==> src/rtl/ps2sc_pkg.sv <==
// Package for the PS/2 scan code set 2 event parser.
// Holds the prefix byte codes, the phase type and the event struct.
// No dependencies.
package ps2sc_pkg;

   localparam logic [7:0] CODE_BREAK   = 8'hF0;
   localparam logic [7:0] CODE_EXT     = 8'hE0;
   localparam logic [7:0] CODE_PAUSE   = 8'hE1;
   localparam logic [7:0] CODE_PRTSC_B = 8'h7C;
   localparam logic [7:0] CODE_PRTSC   = 8'h12;

   localparam logic [2:0] SKIP_PRTSC_MAKE  = 3'd2;
   localparam logic [2:0] SKIP_PRTSC_BREAK = 3'd3;
   localparam logic [2:0] SKIP_PAUSE       = 3'd7;

   typedef enum logic [4:0] {
      PH_IDLE      = 5'b00001,
      PH_BREAK     = 5'b00010,
      PH_EXT       = 5'b00100,
      PH_EXT_BREAK = 5'b01000,
      PH_SKIP      = 5'b10000
   } phase_type;

   typedef struct packed {
      logic       hit;
      logic [7:0] key_code;
      logic       extended;
      logic       pressed;
      logic       pause_key;
   } event_type;

endpackage

==> src/rtl/ps2sc_decode.sv <==
// Prefix phase tracker: holds phase and skip count, decodes one byte per fire.
// Depends on ps2sc_pkg.
module ps2sc_decode (
   input  logic                 clock,
   input  logic                 reset,
   input  logic                 fire,
   input  logic [7:0]           scan_byte,
   output ps2sc_pkg::event_type ev
);

   ps2sc_pkg::phase_type phase_ff, phase_in, phase_eff;
   logic [2:0]           skip_ff, skip_in, skip_dec;

   always_comb begin
      phase_eff = phase_ff;
      // an empty skip counts as idle
      if (phase_ff == ps2sc_pkg::PH_SKIP && skip_ff == 3'd0) begin
         phase_eff = ps2sc_pkg::PH_IDLE;
      end
      skip_dec    = skip_ff - 3'd1;
      phase_in    = ps2sc_pkg::PH_IDLE;
      skip_in     = skip_ff;
      ev.hit      = 1'b0;
      ev.key_code = scan_byte;
      ev.extended = 1'b0;
      ev.pressed  = 1'b0;
      ev.pause_key = 1'b0;
      case (phase_eff)
         ps2sc_pkg::PH_SKIP: begin
            skip_in  = skip_dec;
            phase_in = (skip_dec == 3'd0) ? ps2sc_pkg::PH_IDLE : ps2sc_pkg::PH_SKIP;
         end
         ps2sc_pkg::PH_BREAK: begin
            ev.hit = 1'b1;
         end
         ps2sc_pkg::PH_EXT: begin
            if (scan_byte == ps2sc_pkg::CODE_BREAK) begin
               phase_in = ps2sc_pkg::PH_EXT_BREAK;
            end else begin
               ev.hit      = 1'b1;
               ev.extended = 1'b1;
               ev.pressed  = 1'b1;
               if (scan_byte == ps2sc_pkg::CODE_PRTSC) begin
                  phase_in = ps2sc_pkg::PH_SKIP;
                  skip_in  = ps2sc_pkg::SKIP_PRTSC_MAKE;
               end
            end
         end
         ps2sc_pkg::PH_EXT_BREAK: begin
            ev.hit      = 1'b1;
            ev.extended = 1'b1;
            if (scan_byte == ps2sc_pkg::CODE_PRTSC_B) begin
               ev.key_code = ps2sc_pkg::CODE_PRTSC;
               phase_in    = ps2sc_pkg::PH_SKIP;
               skip_in     = ps2sc_pkg::SKIP_PRTSC_BREAK;
            end
         end
         default: begin
            skip_in = 3'd0;
            if (scan_byte == ps2sc_pkg::CODE_BREAK) begin
               phase_in = ps2sc_pkg::PH_BREAK;
            end else if (scan_byte == ps2sc_pkg::CODE_EXT) begin
               phase_in = ps2sc_pkg::PH_EXT;
            end else if (scan_byte == ps2sc_pkg::CODE_PAUSE) begin
               ev.hit       = 1'b1;
               ev.key_code  = 8'h00;
               ev.pressed   = 1'b1;
               ev.pause_key = 1'b1;
               phase_in     = ps2sc_pkg::PH_SKIP;
               skip_in      = ps2sc_pkg::SKIP_PAUSE;
            end else begin
               ev.hit     = 1'b1;
               ev.pressed = 1'b1;
            end
         end
      endcase
   end

   always_ff @(posedge clock) begin
      if (reset) begin
         phase_ff <= ps2sc_pkg::PH_IDLE;
         skip_ff  <= 3'd0;
      end else if (fire) begin
         phase_ff <= phase_in;
         skip_ff  <= skip_in;
      end
   end

endmodule

==> src/rtl/ps2sc_out_reg.sv <==
// Result register for key events, loaded from the decoder.
// Depends on ps2sc_pkg.
module ps2sc_out_reg (
   input  logic                 clock,
   input  logic                 reset,
   input  logic                 load,
   input  ps2sc_pkg::event_type ev,
   output logic                 room,
   output logic                 rsp_valid,
   input  logic                 rsp_stall,
   output logic [7:0]           rsp_key_code,
   output logic                 rsp_extended,
   output logic                 rsp_pressed,
   output logic                 rsp_pause_key
);

   logic                 valid_ff, valid_in;
   ps2sc_pkg::event_type data_ff;

   assign room     = !valid_ff || !rsp_stall;
   assign valid_in = (load && ev.hit) || (valid_ff && rsp_stall);

   always_ff @(posedge clock) begin
      if (reset) begin
         valid_ff <= 1'b0;
      end else begin
         valid_ff <= valid_in;
      end
   end

   always_ff @(posedge clock) begin
      if (load && ev.hit) begin
         data_ff <= ev;
      end
   end

   assign rsp_valid     = valid_ff;
   assign rsp_key_code  = data_ff.key_code;
   assign rsp_extended  = data_ff.extended;
   assign rsp_pressed   = data_ff.pressed;
   assign rsp_pause_key = data_ff.pause_key;

endmodule

==> src/rtl/ps2sc_out_reg_unused_guard.sv <==
// Input register for received scan bytes, ahead of the decoder.
// Depends on nothing.
module ps2sc_in_reg (
   input  logic       clock,
   input  logic       reset,
   input  logic       req_valid,
   output logic       req_stall,
   input  logic [7:0] req_scan_byte,
   input  logic       take,
   output logic       have,
   output logic [7:0] scan_byte
);

   logic       valid_ff, valid_in;
   logic [7:0] byte_ff;
   logic       accept;

   assign req_stall = valid_ff && !take;
   assign accept    = req_valid && !req_stall;
   assign valid_in  = accept || (valid_ff && !take);

   always_ff @(posedge clock) begin
      if (reset) begin
         valid_ff <= 1'b0;
      end else begin
         valid_ff <= valid_in;
      end
   end

   always_ff @(posedge clock) begin
      if (accept) begin
         byte_ff <= req_scan_byte;
      end
   end

   assign have      = valid_ff;
   assign scan_byte = byte_ff;

endmodule

==> src/rtl/ps2_scan_code_event_parser.sv <==
// Top level of the PS/2 scan code set 2 event parser.
// Depends on ps2sc_pkg, ps2sc_in_reg, ps2sc_decode and ps2sc_out_reg.
//
// Takes one keyboard byte per cycle while req_stall is low and gives at most one
// key event per byte: the byte sits in an input register, the phase decode
// runs combinationally, and the event lands in a result register. Prefix
// bytes (F0, E0, E0 F0) and the trailing bytes of Print Screen and Pause give
// no event. A byte leaves the input register whenever the result register is
// empty or being taken, so under no back pressure the rate is one byte a cycle.
module ps2_scan_code_event_parser (
   input  logic       clock,
   input  logic       reset,
   input  logic       req_valid,
   output logic       req_stall,
   input  logic [7:0] req_scan_byte,
   output logic       rsp_valid,
   input  logic       rsp_stall,
   output logic [7:0] rsp_key_code,
   output logic       rsp_extended,
   output logic       rsp_pressed,
   output logic       rsp_pause_key
);

   logic                 have, room, fire;
   logic [7:0]           scan_byte;
   ps2sc_pkg::event_type ev;

   assign fire = have && room;

   ps2sc_in_reg u_in (
      .clock         (clock),
      .reset         (reset),
      .req_valid     (req_valid),
      .req_stall     (req_stall),
      .req_scan_byte (req_scan_byte),
      .take          (room),
      .have          (have),
      .scan_byte     (scan_byte)
   );

   ps2sc_decode u_decode (
      .clock     (clock),
      .reset     (reset),
      .fire      (fire),
      .scan_byte (scan_byte),
      .ev        (ev)
   );

   ps2sc_out_reg u_out (
      .clock         (clock),
      .reset         (reset),
      .load          (fire),
      .ev            (ev),
      .room          (room),
      .rsp_valid     (rsp_valid),
      .rsp_stall     (rsp_stall),
      .rsp_key_code  (rsp_key_code),
      .rsp_extended  (rsp_extended),
      .rsp_pressed   (rsp_pressed),
      .rsp_pause_key (rsp_pause_key)
   );

endmodule

==> config.mk <==
export PLATFORM = sky130hd
export DESIGN_NAME = ps2_scan_code_event_parser
export DESIGN_NICKNAME = d
export VERILOG_FILES = /design/src/rtl/ps2sc_pkg.sv /design/src/rtl/ps2sc_decode.sv /design/src/rtl/ps2sc_out_reg.sv /design/src/rtl/ps2sc_out_reg_unused_guard.sv /design/src/rtl/ps2_scan_code_event_parser.sv
export SDC_FILE = /design/constraint.sdc
export NUM_CORES = 1
export LEC_CHECK = 0
export ABC_AREA = 1
export BUFFER_PORTS_ARGS = -buffer_cell sky130_fd_sc_hd__buf_4
export CAP_MARGIN = 20
export CORE_ASPECT_RATIO = 0.7
export CORE_MARGIN = 2
export CORE_UTILIZATION = 30
export CTS_CLUSTER_DIAMETER = 150
export CTS_CLUSTER_SIZE = 20
export DETAILED_ROUTE_END_ITERATION = 8
export GPL_ROUTABILITY_DRIVEN = 1
export PLACE_DENSITY = 0.5
export SYNTH_ARGS = -nofsm -noshare
export SYNTH_HDL_FRONTEND = slang
export SYNTH_HIERARCHICAL = 1
export SYNTH_SLANG_ARGS = --single-unit
==> constraint.sdc <==
create_clock -name clock -period 2.8 [get_ports clock]
set_input_delay 0.42 -clock clock [delete_from_list [all_inputs] [get_ports clock]]
set_output_delay 0.42 -clock clock [all_outputs]
set_load 0.005 [all_outputs]
==> results of run 1 <==
==> layer usage <==
layer	track usage	share of wire	up-vias
met1	0.2039	0.56	520
li1	-	-	625
met4	0.06061	0.018	0
met3	0.04587	0.069	7
met2	0.1549	0.35	32
met5	0	0	-
==> cell families (layout without fill, tap and decap cells) <==
group / count (synthesis) / in the layout / share of synthesized area
compound gates: 20 / 20 / 0.1028
fa+ha+maj: 3 / 3 / 0.02488
buf+inv: 34 / 64 / 0.08540
flops: 29 / 29 / 0.5108
simple gates: 90 / 90 / 0.2761
==> cell usage in the layout, fill, tap and decap left out, types with 2 or more instances in the layout <==
master,instances
nand3_1,12
nor2_4,2
nand2_1,39
nor2_1,23
nand4_1,2
edfxtp_1,19
inv_2,2
nand2_2,2
ha_1,3
buf_4,24
clkbuf_8,5
nor3_2,2
a21oi_1,8
o21ai_0,5
nand3b_1,3
clkbuf_1,2
inv_1,30
dfxtp_1,10
==> cell type report <==
class | count | area [µm²] | area share
multi-input combinational | 113 | 609.3 | 0.3297
timing repair buffer | 24 | 180.2 | 0.09750
clock buffer | 7 | 76.32 | 0.04130
sequential | 29 | 770.7 | 0.4171
tap | 69 | 86.33 | 0.04672
clock inverter | 1 | 5.005 | 0.002708
inverter | 32 | 120.1 | 0.06500
==> power by group <==
part           total, mW  leakage [nW]  internal (mW)  switching, mW
clock              0.334        0.0422          0.174          0.160
sequential         0.502         0.260          0.483         0.0182
combinational      0.114         0.547         0.0479         0.0664
==> registers in the layout, indices dropped and copies added, names as in the netlist <==
name and count:
u_out/rsp_extended 1, u_out/rsp_pressed 1, u_out/rsp_pause_key 1, u_in/scan_byte 8, u_in/have 1, u_decode/skip_ff 3, u_out/rsp_key_code 8, u_out/rsp_valid 1
u_decode/phase_ff 5
==> through the flow <==
stage	utilization	setup WS [ns]	hold slack, ns	total power [mW]
after floorplan	-	0.7430	0.4623	0.5787
after global placement	0.3674	0.4933	0.4827	0.6253
after detailed placement	0.3674	0.4039	0.4811	0.6249
after CTS	0.3843	0.3911	0.3069	0.9594
after global routing	0.3843	0.1841	0.3005	1.001
final	0.3843	0.3987	0.3125	0.9501
==> final timing paths <==
kind                                      endpoint  slack, ns  cells after the start                 from
worst max-delay path            u_out/rsp_extended       0.40                     11  u_decode/skip_ff[0]
worst min-delay path             u_in/scan_byte[2]       0.31                      1     req_scan_byte[2]
worst min register to register           u_in/have       0.49                      2            u_in/have
worst max register to register  u_out/rsp_extended       0.40                     11  u_decode/skip_ff[0]
==> results.py, run 1 <==
metrics = {
    "worst_setup_path": {
        "crit_buf_inv": 4,
        "end_kind": "flop",
        "worst_path_largest_cell_delay_ns": 0.38,
        "crit_required_ns": 2.72,
        "crit_family": "buffers and inverters",
        "startpoint_type": "flop",
        "critPathSlowestCell": "inv_1",
        "cp_cell_sequence": "inv_1, ha_1, ha_1, inv_1, nand4_1, inv_1, a21oi_4, o211ai_1, nand4_1, nand2_1, inv_1",
        "crit_fanout": 11,
        "critPathArrivalTime_ns": 2.33,
        "critPathKind": "reg -> reg",
        "critPathMostFrequentCell": "inv_1",
    },
    "place": {
        "portBuffers": 24,
        "dp.cells": 267,
        "dp_hpwl_um": 2449,
        "gp_congestion": 0.7885,
        "placed_area_um2": 1767,
    },
    "clock_tree": {
        "root_buffer": "clkbuf_8",
        "cts_tree": "built",
        "clk_pin_slew_ns": 0.06,
        "clock_path_buffers": 2,
        "clkLatencyLatePin_ns": 0.28,
        "cts_made_buffers": 5,
        "cts_max_level": 2,
        "cts_resized": 0,
        "postCtsHoldBufs": 0,
        "postCtsSetupBuffers": 0,
        "cts_sinks": 29,
    },
    "synth": {
        "synthesis.nets": 191,
        "postSynthAreaPerCell_um2": 8.574,
        "yosysMostFrequentCell": "nand2_1",
        "synth-edff-count": 19,
        "synth_top_cell_by_area": "edfxtp_1",
        "postSynthCellCount": 176,
        "yosys_most_used_dff": "edfxtp_1",
        "async_flop_share": 0,
        "ys_top_cells_by_area": "edfxtp_1 (38%), dfxtp_1 (13%), nand2_1 (9.7%)",
        "yosysSeqAreaShare": 0.5108,
        "netlist_top_cells_count": "nand2_1 (39), inv_1 (30), nor2_1 (23), edfxtp_1 (19), nand3_1 (12)",
        "syn-cell-area_um2": 1509,
        "synth_top_area_frac": 0.3781,
        "synth.distinct_cells": 29,
        "synth-warning-count": 6,
        "ys_ff_latch": 29,
    },
    "drt": {
        "num_vias": 1184,
        "finalWirelength_um": 3246,
        "dr.pass1.iters": 4,
        "avgViaCountPerCell": 4.305,
        "postRouteAntennaNets": 0,
        "avgRoutedWirePerCell_um": 11.80,
        "drc": 0,
        "drt-initial-drc-count": 81,
    },
    "sta": {
        "timing.final.crit_period_ns": 2.401,
        "fin_crit_sh": 0.8576,
        "fmax_mhz": 416.4,
        "clock_skew_ns": 0.006549,
        "setup_viol_count_final": 0,
        "finalHoldViolations": 0,
        "fin_setup_tns_ns": 0,
        "slew_viol_final": 0,
        "rsz0062_at_grt": "false",
        "worst_pin_slew_ns": 0.6603,
        "slew-limit-headroom": 0.5582,
    },
    "global_route": {
        "antenna_found_initial": 0,
        "grt_max_degree": 12,
        "gr-total-overflow": 0,
        "track_usage": 0.1310,
        "grt_pass1_wl_um": 5499,
        "grt_pass1_vias": 1117,
    },
    "final_layout": {
        "diodes": 0,
        "nFillCells": 515,
        "drive_gt1_frac": 0.2184,
        "area_growth_pct": 22.47,
        "final_nets": 220,
        "finalInstanceArea_um2": 1848,
        "fin_cells": 275,
    },
    "die": {
        "die_area_um2": 5622,
        "initial_utilization": 0.3138,
        "placeableCoreArea_um2": 4808,
        "fp.dieW_um": 88.77,
        "boundaryPins": 25,
        "die_y_um": 63.34,
        "rows": 21,
    },
    "run": {
        "cap_violations": 0,
    },
    "hold_path": {
        "hold_class": "in -> reg",
    },
    "power_and_ir_drop": {
        "peakVddDrop_mv": 0.2452,
        "power_density_nw_per_um2": 514.1,
        "p_leak_nw": 0.8491,
    },
    "status": {
        "status": "finished, final reports clean",
    },
}
No activity file was read; power rests on OpenSTA's default activity.
==> run 2: changes to the inputs <==
--- a/config.mk
+++ b/config.mk
@@ -6,7 +6,7 @@
 export NUM_CORES = 1
 export LEC_CHECK = 0
 export ABC_AREA = 1
-export BUFFER_PORTS_ARGS = -buffer_cell sky130_fd_sc_hd__buf_4
+export BUFFER_PORTS_ARGS = -buffer_cell sky130_fd_sc_hd__buf_2
 export CAP_MARGIN = 20
 export CORE_ASPECT_RATIO = 0.7
 export CORE_MARGIN = 2
==> run 2 against run 1 <==
Net effect: clock skew grew 0.0024 ns; clock-buffer cell count shrank 2; sequential share of layout area grew 1.4 points; fmax grew 2.1%; via count shrank 0.34%; core utilization shrank 1.2 points; hold slack gained 0.0026 ns; design area shrank 3.2%.
==> results.py, run 2 (synthesis gave the netlist of run 1 again) <==
metrics = {
    "die": {
        "placeableCoreArea_um2": 4808,
        "die_area_um2": 5622,
        "boundaryPins": 25,
        "die_y_um": 63.34,
        "initial_utilization": 0.3138,
        "fp.dieW_um": 88.77,
        "rows": 21,
    },
    "global_route": {
        "grt_pass1_vias": 1154,
        "track_usage": 0.1262,
        "antenna_found_initial": 0,
        "grt_pass1_wl_um": 5326,
        "gr-total-overflow": 0,
        "grt_max_degree": 12,
    },
    "worst_setup_path": {
        "worst_path_largest_cell_delay_ns": 0.34,
        "critPathArrivalTime_ns": 2.28,
        "startpoint_type": "flop",
        "crit_required_ns": 2.72,
        "cp_cell_sequence": "inv_1, ha_1, ha_1, inv_1, nand4_1, inv_1, a21oi_4, o211ai_1, nand4_1, nand2_1, inv_1",
        "critPathSlowestCell": "inv_1",
        "crit_fanout": 11,
        "critPathKind": "reg -> reg",
        "end_kind": "flop",
        "critPathMostFrequentCell": "inv_1",
    },
    "place": {
        "placed_area_um2": 1707,
        "portBuffers": 24,
        "dp_hpwl_um": 2442,
        "gp_congestion": 0.8707,
        "dp.cells": 267,
        "place_worst_setup_slack_ns": 0.4405,
    },
    "sta": {
        "slew_viol_final": 0,
        "hold_ws_ns": 0.3150,
        "slew-limit-headroom": 0.6205,
        "worst_pin_slew_ns": 0.5671,
        "fin_crit_sh": 0.8403,
        "fin_setup_tns_ns": 0,
        "rsz0062_at_grt": "false",
        "postLayoutSetupSlackWorst_ns": 0.4472,
        "timing.final.crit_period_ns": 2.353,
        "finalHoldViolations": 0,
        "clock_skew_ns": 0.008925,
        "fmax_mhz": 425.0,
        "setup_viol_count_final": 0,
    },
    "clock_tree": {
        "root_buffer": "clkbuf_8",
        "cts_sinks": 29,
        "cts_tree": "built",
        "cts_max_level": 2,
        "clk_pin_slew_ns": 0.06,
        "clock_path_buffers": 2,
        "cts_resized": 0,
        "cts_made_buffers": 5,
        "clkLatencyLatePin_ns": 0.28,
        "postCtsSetupBuffers": 0,
        "postCtsHoldBufs": 0,
    },
    "power_and_ir_drop": {
        "swShare": 0.2508,
        "p_clk_frac": 0.343,
        "peakVddDrop_mv": 0.1667,
        "power_mw": 0.9198,
        "power_density_nw_per_um2": 514.5,
        "p_leak_nw": 0.8295,
        "pwr-share-comb": 0.113,
        "net-switching-power_mw": 0.2307,
        "seq_power_share": 0.545,
        "p_int_mw": 0.6892,
    },
    "final_layout": {
        "nFillCells": 510,
        "utilization": 0.3718,
        "diodes": 0,
        "layout_common_cells": "nand2_1 (39), inv_1 (30), buf_2 (24)",
        "final_nets": 220,
        "area_growth_pct": 18.49,
        "drive_gt1_frac": 0.2184,
        "layout_commonest_cell": "nand2_1",
        "finalInstanceArea_um2": 1788,
        "fin_cells": 275,
    },
    "drt": {
        "drc": 0,
        "num_vias": 1180,
        "dr.pass1.iters": 4,
        "finalWirelength_um": 3077,
        "avgRoutedWirePerCell_um": 11.19,
        "avgViaCountPerCell": 4.291,
        "drt-initial-drc-count": 88,
        "postRouteAntennaNets": 0,
    },
    "run": {
        "cap_violations": 0,
    },
    "status": {
        "status": "finished, final reports clean",
    },
    "hold_path": {
        "hold_class": "in -> reg",
    },
}
-- run 2: cell count changes in the layout (fill, tap and decap cells not counted) --
cell	previous run	this run
buf_2	0	24
buf_4	24	0
clkbuf_1	2	0
clkinv_1	0	2
-- run 2: final timing paths --
check | start | endpoint | slack, ns | cells after the start
setup / recovery | u_decode/skip_ff[0] | u_out/rsp_key_code[0] | 0.45 | 11
hold / removal | req_scan_byte[6] | u_in/scan_byte[6] | 0.32 | 1
setup reg to reg | u_decode/skip_ff[0] | u_out/rsp_key_code[0] | 0.45 | 11
hold reg to reg | u_in/have | u_in/have | 0.50 | 2
-- run 2: critical path, delay by kind of cell, from the launching register on --
kind	cells	cell delay, ns
DFF	1	0.32
adders and majority gates	2	0.35
and+or+nand+nor	3	0.40
buffers and inverters	4	0.63
AOI/OAI and AO/OA	2	0.32
-- run 2: power by group through the flow --
stage	Sequential [mW]	Clock (mW)	Combinational, mW
floorplan	0.507	0	0.0714
global placement	0.510	0	0.106
detailed placement	0.510	0	0.104
CTS	0.501	0.330	0.104
global route	0.504	0.346	0.121
finish	0.501	0.315	0.104
-- run 2: area by class of cell --
cell class / instances / area, µm² / area share
Clock buffer: 5 / 68.82 / 0.03849
Clock inverter: 3 / 12.51 / 0.006998
Inverter: 32 / 120.1 / 0.06718
Multi-Input combinational cell: 113 / 609.3 / 0.3408
Sequential cell: 29 / 770.7 / 0.4311
Tap cell: 69 / 86.33 / 0.04829
Timing Repair Buffer: 24 / 120.1 / 0.06718
-- run 2: metal layers --
layer  part of all wire  global-route usage  vias to the layer above
met5                  0                   0                        -
met4              0.017             0.06629                        0
met3              0.078             0.04587                        5
met2               0.35              0.1474                       49
met1               0.56              0.1939                      503
li1                   -                   -                      623
